===== src/calac_pkg.sv =====
package calac_pkg;

	localparam int OP_W      = 2;
	localparam int UID_W     = 56;
	localparam int LEN_W     = 3;
	localparam int IDX_W     = 4;
	localparam int DUTY_W    = 8;
	localparam int EV_W      = 3;
	localparam int LED_W     = 2;
	localparam int HOLD_W    = 16;
	localparam int COOL_W    = 16;
	localparam int PULSE_W   = 10;
	localparam int SINCE_W   = 16;
	localparam int ELAPSED_W = HOLD_W + 1;
	localparam int UID_BYTES = UID_W / 8;

	localparam int TABLE_ENTRIES_DEF = 16;

	localparam int APB_ADDR_W = 5;
	localparam int APB_DATA_W = 32;
	localparam int REG_IDX_W  = APB_ADDR_W - 2;

	localparam logic [OP_W-1:0] OP_TICK  = 2'd0;
	localparam logic [OP_W-1:0] OP_CARD  = 2'd1;
	localparam logic [OP_W-1:0] OP_WRITE = 2'd2;
	localparam logic [OP_W-1:0] OP_NOP   = 2'd3;

	localparam logic [EV_W-1:0] EV_NONE        = 3'd0;
	localparam logic [EV_W-1:0] EV_IGNORED     = 3'd1;
	localparam logic [EV_W-1:0] EV_GRANTED     = 3'd2;
	localparam logic [EV_W-1:0] EV_DENIED      = 3'd3;
	localparam logic [EV_W-1:0] EV_WRITTEN     = 3'd4;
	localparam logic [EV_W-1:0] EV_REL_OPEN    = 3'd5;
	localparam logic [EV_W-1:0] EV_REL_TIMEOUT = 3'd6;

	localparam logic [LED_W-1:0] LED_GREEN = 2'd0;
	localparam logic [LED_W-1:0] LED_BLUE  = 2'd1;
	localparam logic [LED_W-1:0] LED_RED   = 2'd2;

	localparam logic [REG_IDX_W-1:0] REG_HOLD     = 3'd0;
	localparam logic [REG_IDX_W-1:0] REG_COOLDOWN = 3'd1;
	localparam logic [REG_IDX_W-1:0] REG_PULSE    = 3'd2;
	localparam logic [REG_IDX_W-1:0] REG_STRONG   = 3'd3;
	localparam logic [REG_IDX_W-1:0] REG_WEAK     = 3'd4;

	localparam logic [HOLD_W-1:0]  HOLD_RST     = 16'd5000;
	localparam logic [COOL_W-1:0]  COOLDOWN_RST = 16'd2000;
	localparam logic [PULSE_W-1:0] PULSE_RST    = 10'd300;
	localparam logic [DUTY_W-1:0]  STRONG_RST   = 8'd255;
	localparam logic [DUTY_W-1:0]  WEAK_RST     = 8'd25;

	localparam logic [SINCE_W-1:0]   SINCE_MAX   = '1;
	localparam logic [ELAPSED_W-1:0] ELAPSED_MAX = '1;

	typedef struct packed {
		logic [HOLD_W-1:0]  hold_ms;
		logic [COOL_W-1:0]  cooldown_ms;
		logic [PULSE_W-1:0] pulse_ms;
		logic [DUTY_W-1:0]  strong_duty;
		logic [DUTY_W-1:0]  weak_duty;
	} cfg_t;

	typedef struct packed {
		logic [OP_W-1:0]  opcode;
		logic [UID_W-1:0] card_uid;
		logic [LEN_W-1:0] card_uid_len;
		logic [IDX_W-1:0] entry_index;
		logic             entry_valid;
		logic             switch_closed;
	} item_t;

	typedef struct packed {
		logic [DUTY_W-1:0] solenoid_duty;
		logic [EV_W-1:0]   event_res;
		logic [LED_W-1:0]  led_color;
		logic              log_valid;
		logic [UID_W-1:0]  log_uid;
		logic [LEN_W-1:0]  log_uid_len;
	} result_t;

	typedef struct packed {
		logic             en;
		logic [IDX_W-1:0] idx;
		logic [UID_W-1:0] uid;
		logic [LEN_W-1:0] len;
		logic             valid;
	} tbl_wr_t;

	// Keeps the low len bytes of a UID; a length of seven or more keeps all.
	function automatic logic [UID_W-1:0] uid_bits(input logic [UID_W-1:0] uid,
		input logic [LEN_W-1:0] len);
		logic [UID_W-1:0] r;
		r = '0;
		for (int b = 0; b < UID_BYTES; b++) begin
			if (b < int'(len))
				r[b*8 +: 8] = uid[b*8 +: 8];
		end
		return r;
	endfunction

endpackage


===== src/calac_if.sv =====
interface calac_item_if;
	logic                           valid;
	logic                           ready;
	logic [calac_pkg::OP_W-1:0]     opcode;
	logic [calac_pkg::UID_W-1:0]    card_uid;
	logic [calac_pkg::LEN_W-1:0]    card_uid_len;
	logic [calac_pkg::IDX_W-1:0]    entry_index;
	logic                           entry_valid;
	logic                           switch_closed;

	modport source (output valid, opcode, card_uid, card_uid_len, entry_index,
		entry_valid, switch_closed, input ready);
	modport sink (input valid, opcode, card_uid, card_uid_len, entry_index,
		entry_valid, switch_closed, output ready);
endinterface

interface calac_result_if;
	logic                           valid;
	logic                           ready;
	logic [calac_pkg::DUTY_W-1:0]   solenoid_duty;
	logic [calac_pkg::EV_W-1:0]     event_res;
	logic [calac_pkg::LED_W-1:0]    led_color;
	logic                           log_valid;
	logic [calac_pkg::UID_W-1:0]    log_uid;
	logic [calac_pkg::LEN_W-1:0]    log_uid_len;

	modport source (output valid, solenoid_duty, event_res, led_color, log_valid,
		log_uid, log_uid_len, input ready);
	modport sink (input valid, solenoid_duty, event_res, led_color, log_valid,
		log_uid, log_uid_len, output ready);
endinterface


===== src/card_access_lock_controller.sv =====
// A request is registered at acceptance, and its result is registered when the
// stage advances. Throughput: one request per cycle unless the output stalls;
// all table slots are compared in parallel.
// Reset (arst_n, asynchronous): table valid bits, lock state and pipeline
// valids clear, the configuration registers return to their defaults.
module card_access_lock_controller #(
	parameter int TABLE_ENTRIES = calac_pkg::TABLE_ENTRIES_DEF
) (
	input  logic                             clk,
	input  logic                             arst_n,
	calac_item_if.sink                       in_item,
	calac_result_if.source                   out_res,
	input  logic                             psel,
	input  logic                             penable,
	input  logic                             pwrite,
	input  logic [calac_pkg::APB_ADDR_W-1:0] paddr,
	input  logic [calac_pkg::APB_DATA_W-1:0] pwdata,
	output logic [calac_pkg::APB_DATA_W-1:0] prdata,
	output logic                             pready
);
	import calac_pkg::*;

	cfg_t             cfg;
	item_t            item_s1;
	logic             valid_s1;
	result_t          res_next;
	result_t          res_s2;
	logic             valid_s2;
	logic             advance;
	logic             in_fire;
	logic             hit;
	logic             wr_in_range;
	tbl_wr_t          wr;
	logic [UID_W-1:0] lk_uid;
	logic [LEN_W-1:0] lk_len;

	assign advance       = valid_s1 && (!valid_s2 || out_res.ready);
	assign in_item.ready = !valid_s1 || advance;
	assign in_fire       = in_item.valid && in_item.ready;

	calac_cfg_regs u_cfg (
		.clk     (clk),
		.arst_n  (arst_n),
		.psel    (psel),
		.penable (penable),
		.pwrite  (pwrite),
		.paddr   (paddr),
		.pwdata  (pwdata),
		.prdata  (prdata),
		.pready  (pready),
		.cfg     (cfg)
	);

	calac_uid_table #(
		.TABLE_ENTRIES (TABLE_ENTRIES)
	) u_table (
		.clk         (clk),
		.arst_n      (arst_n),
		.wr          (wr),
		.wr_in_range (wr_in_range),
		.lk_uid      (lk_uid),
		.lk_len      (lk_len),
		.hit         (hit)
	);

	calac_core u_core (
		.clk         (clk),
		.arst_n      (arst_n),
		.cfg         (cfg),
		.item        (item_s1),
		.advance     (advance),
		.hit         (hit),
		.wr_in_range (wr_in_range),
		.lk_uid      (lk_uid),
		.lk_len      (lk_len),
		.wr          (wr),
		.res         (res_next)
	);

	always_ff @(posedge clk or negedge arst_n) begin
		if (!arst_n) begin
			valid_s1 <= 1'b0;
			valid_s2 <= 1'b0;
		end else begin
			if (in_item.ready)
				valid_s1 <= in_item.valid;
			if (advance)
				valid_s2 <= 1'b1;
			else if (out_res.ready)
				valid_s2 <= 1'b0;
		end
	end

	always_ff @(posedge clk) begin
		if (in_fire) begin
			item_s1.opcode        <= in_item.opcode;
			item_s1.card_uid      <= in_item.card_uid;
			item_s1.card_uid_len  <= in_item.card_uid_len;
			item_s1.entry_index   <= in_item.entry_index;
			item_s1.entry_valid   <= in_item.entry_valid;
			item_s1.switch_closed <= in_item.switch_closed;
		end
		if (advance)
			res_s2 <= res_next;
	end

	assign out_res.valid         = valid_s2;
	assign out_res.solenoid_duty = res_s2.solenoid_duty;
	assign out_res.event_res     = res_s2.event_res;
	assign out_res.led_color     = res_s2.led_color;
	assign out_res.log_valid     = res_s2.log_valid;
	assign out_res.log_uid       = res_s2.log_uid;
	assign out_res.log_uid_len   = res_s2.log_uid_len;

`ifndef SYNTHESIS
	a_advance_fills_output: assert property (@(posedge clk) disable iff (!arst_n)
		advance |=> valid_s2)
		else $error("processed request did not reach the result register");

	a_log_only_on_grant: assert property (@(posedge clk) disable iff (!arst_n)
		(valid_s2 && res_s2.log_valid) |-> res_s2.event_res == EV_GRANTED)
		else $error("log record requested without a grant");

	a_denied_cuts_power: assert property (@(posedge clk) disable iff (!arst_n)
		(valid_s2 && res_s2.event_res == EV_DENIED) |->
		(res_s2.solenoid_duty == '0 && res_s2.led_color == LED_RED))
		else $error("denied card left the solenoid powered or not red");

	a_stall_blocks_stage: assert property (@(posedge clk) disable iff (!arst_n)
		(valid_s1 && valid_s2 && !out_res.ready) |-> !in_item.ready)
		else $error("input taken while the pipeline is full and stalled");
`endif

endmodule


===== src/calac_cfg_regs.sv =====
module calac_cfg_regs (
	input  logic                             clk,
	input  logic                             arst_n,
	input  logic                             psel,
	input  logic                             penable,
	input  logic                             pwrite,
	input  logic [calac_pkg::APB_ADDR_W-1:0] paddr,
	input  logic [calac_pkg::APB_DATA_W-1:0] pwdata,
	output logic [calac_pkg::APB_DATA_W-1:0] prdata,
	output logic                             pready,
	output calac_pkg::cfg_t                  cfg
);
	import calac_pkg::*;

	logic                 wr_en;
	logic [REG_IDX_W-1:0] reg_idx;
	cfg_t                 cfg_q;

	assign pready  = 1'b1;
	assign wr_en   = psel & penable & pwrite & pready;
	assign reg_idx = paddr[APB_ADDR_W-1:2];
	assign cfg     = cfg_q;

	always_ff @(posedge clk or negedge arst_n) begin
		if (!arst_n) begin
			cfg_q.hold_ms     <= HOLD_RST;
			cfg_q.cooldown_ms <= COOLDOWN_RST;
			cfg_q.pulse_ms    <= PULSE_RST;
			cfg_q.strong_duty <= STRONG_RST;
			cfg_q.weak_duty   <= WEAK_RST;
		end else if (wr_en) begin
			unique case (reg_idx)
				REG_HOLD:     cfg_q.hold_ms     <= pwdata[HOLD_W-1:0];
				REG_COOLDOWN: cfg_q.cooldown_ms <= pwdata[COOL_W-1:0];
				REG_PULSE:    cfg_q.pulse_ms    <= pwdata[PULSE_W-1:0];
				REG_STRONG:   cfg_q.strong_duty <= pwdata[DUTY_W-1:0];
				REG_WEAK:     cfg_q.weak_duty   <= pwdata[DUTY_W-1:0];
				default: ;
			endcase
		end
	end

	always_comb begin
		unique case (reg_idx)
			REG_HOLD:     prdata = APB_DATA_W'(cfg_q.hold_ms);
			REG_COOLDOWN: prdata = APB_DATA_W'(cfg_q.cooldown_ms);
			REG_PULSE:    prdata = APB_DATA_W'(cfg_q.pulse_ms);
			REG_STRONG:   prdata = APB_DATA_W'(cfg_q.strong_duty);
			REG_WEAK:     prdata = APB_DATA_W'(cfg_q.weak_duty);
			default:      prdata = '0;
		endcase
	end

endmodule


===== src/calac_uid_table.sv =====
module calac_uid_table #(
	parameter int TABLE_ENTRIES = calac_pkg::TABLE_ENTRIES_DEF
) (
	input  logic                        clk,
	input  logic                        arst_n,
	input  calac_pkg::tbl_wr_t          wr,
	output logic                        wr_in_range,
	input  logic [calac_pkg::UID_W-1:0] lk_uid,
	input  logic [calac_pkg::LEN_W-1:0] lk_len,
	output logic                        hit
);
	import calac_pkg::*;

	localparam int TIW = (TABLE_ENTRIES > 1) ? $clog2(TABLE_ENTRIES) : 1;

	logic [UID_W-1:0]         uid_q [TABLE_ENTRIES];
	logic [LEN_W-1:0]         len_q [TABLE_ENTRIES];
	logic [TABLE_ENTRIES-1:0] valid_q;
	logic [TIW-1:0]           wsel;

	assign wr_in_range = int'(wr.idx) < TABLE_ENTRIES;
	assign wsel        = TIW'(wr.idx);

	always_ff @(posedge clk or negedge arst_n) begin
		if (!arst_n) begin
			valid_q <= '0;
		end else if (wr.en && wr_in_range) begin
			valid_q[wsel] <= wr.valid;
		end
	end

	always_ff @(posedge clk) begin
		if (wr.en && wr_in_range) begin
			uid_q[wsel] <= wr.uid;
			len_q[wsel] <= wr.len;
		end
	end

	// Every slot is compared at once; the core ignores the hit for a zero lookup length.
	always_comb begin
		hit = 1'b0;
		for (int i = 0; i < TABLE_ENTRIES; i++) begin
			if (valid_q[i] && len_q[i] == lk_len && uid_q[i] == lk_uid)
				hit = 1'b1;
		end
	end

endmodule


===== src/calac_core.sv =====
module calac_core (
	input  logic                        clk,
	input  logic                        arst_n,
	input  calac_pkg::cfg_t             cfg,
	input  calac_pkg::item_t            item,
	input  logic                        advance,
	input  logic                        hit,
	input  logic                        wr_in_range,
	output logic [calac_pkg::UID_W-1:0] lk_uid,
	output logic [calac_pkg::LEN_W-1:0] lk_len,
	output calac_pkg::tbl_wr_t          wr,
	output calac_pkg::result_t          res
);
	import calac_pkg::*;

	logic [UID_W-1:0]     recent_uid_q,  recent_uid_d;
	logic [LEN_W-1:0]     recent_len_q,  recent_len_d;
	logic                 recent_valid_q, recent_valid_d;
	logic [SINCE_W-1:0]   since_q,       since_d;
	logic                 unlock_q,      unlock_d;
	logic [PULSE_W-1:0]   pulse_left_q,  pulse_left_d;
	logic [ELAPSED_W-1:0] elapsed_q,     elapsed_d;
	logic [DUTY_W-1:0]    duty_q,        duty_d;

	logic [UID_W-1:0]     uid_m;
	logic [EV_W-1:0]      ev;
	logic                 repeat_card;

	assign uid_m  = uid_bits(item.card_uid, item.card_uid_len);
	assign lk_uid = uid_m;
	assign lk_len = item.card_uid_len;

	assign wr.en    = advance && item.opcode == OP_WRITE;
	assign wr.idx   = item.entry_index;
	assign wr.uid   = uid_m;
	assign wr.len   = item.card_uid_len;
	assign wr.valid = item.entry_valid;

	assign repeat_card = recent_valid_q && recent_uid_q == uid_m &&
		recent_len_q == item.card_uid_len && since_q < cfg.cooldown_ms;

	always_comb begin
		recent_uid_d   = recent_uid_q;
		recent_len_d   = recent_len_q;
		recent_valid_d = recent_valid_q;
		since_d        = since_q;
		unlock_d       = unlock_q;
		pulse_left_d   = pulse_left_q;
		elapsed_d      = elapsed_q;
		duty_d         = duty_q;
		ev             = EV_NONE;

		unique case (item.opcode)
			OP_TICK: begin
				if (since_q != SINCE_MAX)
					since_d = since_q + 1'b1;
				if (unlock_q) begin
					if (pulse_left_q != '0) begin
						pulse_left_d = pulse_left_q - 1'b1;
						if (pulse_left_q == PULSE_W'(1))
							duty_d = cfg.weak_duty;
					end else begin
						if (elapsed_q != ELAPSED_MAX)
							elapsed_d = elapsed_q + 1'b1;
						// An open switch wins over the timeout.
						if (elapsed_d >= ELAPSED_W'(cfg.hold_ms)) begin
							if (!item.switch_closed)
								ev = EV_REL_OPEN;
							else if (elapsed_d >= {cfg.hold_ms, 1'b0})
								ev = EV_REL_TIMEOUT;
						end
						if (ev != EV_NONE) begin
							duty_d   = '0;
							unlock_d = 1'b0;
						end
					end
				end
			end
			OP_CARD: begin
				if (item.card_uid_len != '0) begin
					if (repeat_card) begin
						ev = EV_IGNORED;
					end else begin
						recent_uid_d   = uid_m;
						recent_len_d   = item.card_uid_len;
						recent_valid_d = 1'b1;
						since_d        = '0;
						if (hit) begin
							ev           = EV_GRANTED;
							unlock_d     = 1'b1;
							elapsed_d    = '0;
							pulse_left_d = cfg.pulse_ms;
							duty_d       = (cfg.pulse_ms != '0) ? cfg.strong_duty
								: cfg.weak_duty;
						end else begin
							ev           = EV_DENIED;
							duty_d       = '0;
							unlock_d     = 1'b0;
							pulse_left_d = '0;
						end
					end
				end
			end
			OP_WRITE: begin
				if (wr_in_range)
					ev = EV_WRITTEN;
			end
			OP_NOP: ;
			default: ;
		endcase

		res.solenoid_duty = duty_d;
		res.event_res     = ev;
		if (ev == EV_DENIED)
			res.led_color = LED_RED;
		else if (item.switch_closed)
			res.led_color = LED_GREEN;
		else
			res.led_color = LED_BLUE;
		res.log_valid   = ev == EV_GRANTED;
		res.log_uid     = (ev == EV_GRANTED) ? uid_m : '0;
		res.log_uid_len = (ev == EV_GRANTED) ? item.card_uid_len : '0;
	end

	always_ff @(posedge clk or negedge arst_n) begin
		if (!arst_n) begin
			recent_uid_q   <= '0;
			recent_len_q   <= '0;
			recent_valid_q <= 1'b0;
			since_q        <= SINCE_MAX;
			unlock_q       <= 1'b0;
			pulse_left_q   <= '0;
			elapsed_q      <= '0;
			duty_q         <= '0;
		end else if (advance) begin
			recent_uid_q   <= recent_uid_d;
			recent_len_q   <= recent_len_d;
			recent_valid_q <= recent_valid_d;
			since_q        <= since_d;
			unlock_q       <= unlock_d;
			pulse_left_q   <= pulse_left_d;
			elapsed_q      <= elapsed_d;
			duty_q         <= duty_d;
		end
	end

endmodule


===== src/flat_wrapper.sv =====
// flat-port wrapper written by rule: the top's interface ports become plain ports
module card_access_lock_controller_flat import calac_pkg::*;
#(
	parameter int TABLE_ENTRIES = calac_pkg::TABLE_ENTRIES_DEF
)
  (clk, arst_n, psel, penable, pwrite, paddr, pwdata, prdata, pready, in_item_valid, in_item_opcode, in_item_card_uid, in_item_card_uid_len, in_item_entry_index, in_item_entry_valid, in_item_switch_closed, in_item_ready, out_res_valid, out_res_solenoid_duty, out_res_event_res, out_res_led_color, out_res_log_valid, out_res_log_uid, out_res_log_uid_len, out_res_ready);
  calac_item_if in_item_i ();
  calac_result_if out_res_i ();
  input  logic clk;
  input  logic arst_n;
  input  logic psel;
  input  logic penable;
  input  logic pwrite;
  input  logic [calac_pkg::APB_ADDR_W-1:0] paddr;
  input  logic [calac_pkg::APB_DATA_W-1:0] pwdata;
  output logic [calac_pkg::APB_DATA_W-1:0] prdata;
  output logic pready;
  input wire logic [$bits(in_item_i.valid)-1:0] in_item_valid;
  input wire logic [$bits(in_item_i.opcode)-1:0] in_item_opcode;
  input wire logic [$bits(in_item_i.card_uid)-1:0] in_item_card_uid;
  input wire logic [$bits(in_item_i.card_uid_len)-1:0] in_item_card_uid_len;
  input wire logic [$bits(in_item_i.entry_index)-1:0] in_item_entry_index;
  input wire logic [$bits(in_item_i.entry_valid)-1:0] in_item_entry_valid;
  input wire logic [$bits(in_item_i.switch_closed)-1:0] in_item_switch_closed;
  output wire logic [$bits(in_item_i.ready)-1:0] in_item_ready;
  output wire logic [$bits(out_res_i.valid)-1:0] out_res_valid;
  output wire logic [$bits(out_res_i.solenoid_duty)-1:0] out_res_solenoid_duty;
  output wire logic [$bits(out_res_i.event_res)-1:0] out_res_event_res;
  output wire logic [$bits(out_res_i.led_color)-1:0] out_res_led_color;
  output wire logic [$bits(out_res_i.log_valid)-1:0] out_res_log_valid;
  output wire logic [$bits(out_res_i.log_uid)-1:0] out_res_log_uid;
  output wire logic [$bits(out_res_i.log_uid_len)-1:0] out_res_log_uid_len;
  input wire logic [$bits(out_res_i.ready)-1:0] out_res_ready;
  assign in_item_i.valid = in_item_valid;
  assign in_item_i.opcode = in_item_opcode;
  assign in_item_i.card_uid = in_item_card_uid;
  assign in_item_i.card_uid_len = in_item_card_uid_len;
  assign in_item_i.entry_index = in_item_entry_index;
  assign in_item_i.entry_valid = in_item_entry_valid;
  assign in_item_i.switch_closed = in_item_switch_closed;
  assign in_item_ready = in_item_i.ready;
  assign out_res_valid = out_res_i.valid;
  assign out_res_solenoid_duty = out_res_i.solenoid_duty;
  assign out_res_event_res = out_res_i.event_res;
  assign out_res_led_color = out_res_i.led_color;
  assign out_res_log_valid = out_res_i.log_valid;
  assign out_res_log_uid = out_res_i.log_uid;
  assign out_res_log_uid_len = out_res_i.log_uid_len;
  assign out_res_i.ready = out_res_ready;
  card_access_lock_controller #(.TABLE_ENTRIES(TABLE_ENTRIES)) u_core (.clk(clk), .arst_n(arst_n), .in_item(in_item_i), .out_res(out_res_i), .psel(psel), .penable(penable), .pwrite(pwrite), .paddr(paddr), .pwdata(pwdata), .prdata(prdata), .pready(pready));
endmodule

===== config.mk =====
export PLATFORM = sky130hd
export DESIGN_NAME = card_access_lock_controller_flat
export DESIGN_NICKNAME = d
export VERILOG_FILES = /design/src/calac_pkg.sv /design/src/calac_if.sv /design/src/card_access_lock_controller.sv /design/src/calac_cfg_regs.sv /design/src/calac_uid_table.sv /design/src/calac_core.sv /design/src/flat_wrapper.sv
export SDC_FILE = /design/constraint.sdc
export NUM_CORES = 2
export LEC_CHECK = 0
export BUFFER_PORTS_ARGS = -buffer_cell sky130_fd_sc_hd__buf_2
export CORE_ASPECT_RATIO = 1.75
export CORE_MARGIN = 2
export CORE_UTILIZATION = 62
export DETAILED_ROUTE_END_ITERATION = 10
export PLACE_DENSITY = 0.91
export SLEW_MARGIN = 40
export SYNTH_ARGS = -nofsm -noshare
export SYNTH_HDL_FRONTEND = slang
export SYNTH_HIERARCHICAL = 1
export SYNTH_SLANG_ARGS = --single-unit

===== constraint.sdc =====
create_clock -name clk -period 10.8 [get_ports clk]
set_input_delay 2.7 -clock clk [delete_from_list [all_inputs] [get_ports clk]]
set_output_delay 2.7 -clock clk [all_outputs]
set_load 0.01 [all_outputs]

# Word level (Yosys, flattened, before mapping)
# Memories as Yosys holds them, arrays and structs flattened.
# Index checks and enable logic that the tools add are counted.
# op_classes
n_mux,80
reduce_logical,61
n_lt_le_gt_ge,12
n_eq_ne,52
n_bitwise,3
n_addsub,3
# ops
cell,count
$eq 56x56->1,17
$mux 17,9
$mux 8,15
$pmux 16 s5,1
$eq 3x3->1,17
$mux 10,5
$mux 16,3
$logic_and 1x1->1,39
$pmux 17 s2,1
$pmux 16 s2,1
$mux 1,29
$mux 3,8
$pmux 10 s2,1
$reduce_bool 10->1,2
$add 17x1->17 const B,1
$ge 17x16->1,1
$ge 17x17->1,1
$ne 17x17->1 const B,1
$add 16x1->16 const B,1
$bwmux 16,1
$lt 16x16->1,1
$ne 16x16->1 const B,1
$pmux 8 s2,1
$ne 2x2->1 const B,7
29 further kinds,47
# totals
word_cells,241
n_memories,2
ff_bits,328
mem_bits_rw,944
output_inout_bits,108
input_bits,111
# mem_list
name,depth,width,read_ports,rd_ports_with_merged_regs,write_ports,line_no,source
u_core.u_table.uid_q,16,56,16,0,1,calac_uid_table.sv:16,logic [UID_W-1:0] uid_q [TABLE_ENTRIES];
u_core.u_table.len_q,16,3,16,0,1,calac_uid_table.sv:17,logic [LEN_W-1:0] len_q [TABLE_ENTRIES];

# Logic depth before layout (Yosys ltp)
# logic_depth
depth_word,25
depth_mapped,22
ltp_nobuf,18

# Modules after synthesis
# Netlist, hierarchy kept.
# by_module_without_submodules
mod,seq_area_each_um2,instances,area_each_um2,cells_each
calac_uid_table,28747.6,1,40098.5,2491
calac_core,2822.7,1,9053.7,1181
card_access_lock_controller,4254.1,1,4307.9,148
calac_cfg_regs,1483.9,1,2951.6,223

# Least setup slack after synthesis
# OpenSTA, ideal clock, no wires.
# synth_path
kind,input to register
start,in out_res_ready
end,reg u_core.u_table.valid_q[0]
cell_stages,7
t_arrival_ps,10397
setup_ps,85
setup_slack_ps,318
path_cell_list,nand2b_1 and2_1 clkbuf_1 and3_1 or3b_2 nor3_1 mux2_2
# synth_lines
item,line_no,source
from (decl),flat_wrapper.sv:33,input wire logic [$bits(out_res_i.ready)-1:0] out_res_ready;
"to (signal, indexed assignment)",calac_uid_table.sv:28,valid_q[wsel] <= wr.valid;
to (decl),calac_uid_table.sv:18,logic [TABLE_ENTRIES-1:0] valid_q;

==> impl_metrics.py <==
metrics = {
    "critical_path": {
        "worst_ep_required_time_ps": 11250,
        "ff2ff_path_depth": 17,
        "cp-end-kind": "register",
        "worstSetupPathType": "reg2reg",
        "cp_max_fo": 57,
        "crit_arrival_ps": 8040,
        "critPathLaunchType": "register",
        "slowest_delay_ps": 780,
        "cp_cell_sequence": "buf_4 -> o21a_1 -> nand2_1 -> inv_1 -> buf_4 -> inv_1 -> o22ai_1 -> nor4_1 -> nand4_1 -> nor4_1 -> nor4_1 -> nand4_1 -> and2_1 -> nand3_2 -> buf_4 -> nor2_1 -> a221o_1",
        "cp.buffers_inverters": 5,
        "crit_cells": 17,
        "crit_slowest_cell": "nand4_1",
        "crit_family": "simple AND/OR/NAND/NOR gates",
    },
    "die": {
        "die_area_sq_mm": 0.0935,
        "die_w_microns": 232,
        "start_util_pct": 62.4,
        "core_area_sq_mm": 0.0904,
        "io_pins": 219,
        "die_y_microns": 403,
        "fp-row-count": 146,
    },
    "synth": {
        "ys_async_sr_fraction_pct": 14.8,
        "yosysUniqueCellTypes": 91,
        "yosys-top-cells-count": "1084 x edfxtp_1, 445 x xnor2_1, 317 x xor2_1",
        "synth.largest_area_cell": "edfxtp_1",
        "ys_seq_elements": 1272,
        "yosys.cell_count.top_type": "edfxtp_1",
        "synth_top_flop_cell": "edfxtp_1",
        "avgSynthCellArea_sq_um": 14.0,
        "syn_inst": 4043,
        "synth_edf_count": 1084,
        "synth_area_sq_mm": 0.0564,
        "synth_top_area_share_pct": 57.7,
        "yosys-top-cells-area": "edfxtp_1 58%, xnor2_1 6.9%, dfrtp_1 6.5%, xor2_1 4.9%, dfstp_2 2.0%",
        "ys_seq_area_share_pct": 66.1,
        "yosysWarnings": 6,
    },
    "route": {
        "wl_met2_microns": 84000,
        "drt-total-wl_microns": 182000,
        "drt-met1-wl_microns": 51300,
        "routed_via_density": 6.97,
        "wl_met3_microns": 23500,
        "avgRoutedWirePerCell_microns": 33.2,
        "ant_nets": 0,
        "dr.pass1.iters": 8,
        "dr.max_layer_used": "met5",
        "drt-initial-drc-count": 6147,
        "dr_total_vias": 38200,
        "drc": 0,
    },
    "cells_and_area": {
        "fill_cells": 5480,
        "layout-drive-gt1-share_pct": 15.6,
        "final_cell_count_no_fill": 5476,
        "ff_latch_area_sq_mm": 0.0373,
        "syn2layout_area_growth_pct": 9.71,
        "nNetsFinal": 4351,
        "multi_input_comb_area_sq_mm": 0.0169,
    },
    "sta": {
        "slew_violations": 0,
        "hold_violations": 0,
        "setup-violations-final": 0,
        "worstMarginPinSlew_ps": 954,
        "finalClockSkew_ps": 29.3,
        "timing.final.crit_share_pct": 70.2,
        "tns_ps": 0,
        "fin_crit_ps": 7580,
        "rsz0062_at_grt": "false",
        "slew_headroom_pct": 35.8,
        "fmax_mhz": 132,
    },
    "clocking": {
        "cts_setup_buffers": 0,
        "hold_buffers": 0,
        "cts_tree": "yes",
        "clk_path_buf_depth": 3,
        "cts.clk_slew.worst_paths_ps": 80,
        "cts_inserted_buffers": 101,
        "cts_sinks": 1272,
        "cts.repair.resized": 0,
        "ctsHtreeMaxLevel": 3,
        "worstSkewPairLatency_ps": 740,
        "ctsRootBufferMaster": "clkbuf_16",
    },
    "power": {
        "leakagePower_nw": 21.8,
        "vdd.ir_drop.worst_mv": 0.163,
        "p_per_area_mw_per_mm2": 174,
    },
    "min_path": {
        "whs_path_depth": 1,
        "min_path_type": "reg2reg",
    },
    "global_route": {
        "overflow": 0,
        "grt_max_degree": 122,
        "grt_pass1_wl_microns": 258000,
        "grtUsageTotal_pct": 39.0,
        "antenna_found_initial": 22,
        "first_global_vias": 38300,
    },
    "status": {
        "outcome": "finished, final reports clean",
    },
    "place": {
        "placed_cells": 5268,
        "dp_hpwl_microns": 111000,
        "gp_congestion": 1.04,
        "port_buffers": 183,
    },
    "job": {
        "cap_violations": 0,
    },
}
flip-flops by register name (all words and copies together), names as in the netlist, 17 cells and up:
register                    cells
u_core/u_cfg/cfg               58
u_core/out_res.log_uid         56
u_core/u_core/recent_uid_q     56
u_core/u_table/len_q           48
u_core/u_core/elapsed_q        17
u_core/item_s1                 67
u_core/u_table/uid_q          896
cell usage in the layout (no fill, tap or decap), drive strengths merged, types with 27 or more instances in the layout:
cell type / instances
clkinv: 53
o2bb2ai: 29
a221oi: 50
o21ai: 138
nand2: 167
dfrtp: 146
nor4: 123
ha: 51
clkbuf: 122
nor3: 32
buf: 304
nand3: 38
xnor2: 445
mux2: 82
xor2: 317
inv: 216
a22oi: 27
dfstp: 42
edfxtp: 1084
a21oi: 54
nand2b: 29
o22ai: 82
nor2: 167
nand4: 164
worst reg2reg max path: stages, from the launching register on:
cell	delay, ps
edfxtp_1	370
buf_4	500
o21a_1	750
nand2_1	210
inv_1	90
buf_4	500
inv_1	600
o22ai_1	360
nor4_1	160
nand4_1	220
nor4_1	120
nor4_1	610
nand4_1	780
and2_1	510
nand3_2	380
buf_4	640
nor2_1	180
a221o_1	340
cells by family (layout without fill, tap and decap cells):
family                     Yosys count  count (layout)  share of synthesized area [%]
other                                3              33                         0.0200
and+or+nand+nor                    825             825                           7.90
muxes                               96              96                           1.95
adders and majority gates           51              51                           1.13
AOI/OAI and AO/OA                  534             534                           6.62
buffers and inverters              500             719                           4.41
xor gates and xnor gates           762             762                           11.8
DFF                               1272            1272                           66.1
report_power, final:
| part | switching (W) | internal (W) |
|---|---|---|
| Sequential | 0.000166 | 0.00552 |
| Combinational | 0.000791 | 0.000376 |
| Clock | 0.00184 | 0.00208 |
area by class of cell:
class                           instances  share of cell area, %
Sequential cell                      1272                   60.3
Multi-Input combinational cell       2286                   27.2
Clock buffer                          121                   4.30
Timing Repair Buffer                  305                   3.07
Tap cell                             1184                   2.39
Inverter                              223                   1.35
Clock inverter                         70                   1.30
Antenna cell                           15                 0.0606
final timing paths:
check / slack [ps] / end / from
min in group asynchronous: 2040 / u_core/valid_s1$_DFFE_PN0P_ / arst_n
worst max-delay path: 3220 / u_core/out_res.solenoid_duty[2]$_DFFE_PP_ / u_core/item_s1[6]$_DFFE_PP_
worst max register to register: 3220 / u_core/out_res.solenoid_duty[2]$_DFFE_PP_ / u_core/item_s1[6]$_DFFE_PP_
max in group asynchronous: 7560 / u_core/u_core/elapsed_q[14]$_DFFE_PN0P_ / arst_n
worst min register to register: 490 / u_core/u_core/recent_valid_q$_DFFE_PN0P_ / u_core/u_core/recent_valid_q$_DFFE_PN0P_
worst min-delay path: 490 / u_core/u_core/recent_valid_q$_DFFE_PN0P_ / u_core/u_core/recent_valid_q$_DFFE_PN0P_
routing by layer:
| metal | global-route usage (%) | vias up |
|---|---|---|
| met5 | 0 | - |
| met1 | 41.2 | 18200 |
| li1 | - | 15100 |
| met2 | 61.7 | 3675 |
| met3 | 11.0 | 1153 |
| met4 | 37.9 | 2 |
metrics by stage:
step                worst slack (ps)  utilization (%)  power, W  cell area (sq um)  hold WS [ps]
global route                    3160             68.4    0.0110              61900           517
finish                          3220             68.4    0.0108              61900           490
detailed placement              3680             64.5   0.00687              58300           456
global placement                3770             64.4   0.00681              58200           451
floorplan                        318                -   0.00641              56500           436
CTS                             3600             68.3    0.0107              61800           477
Power figures use the tool's default switching activity.
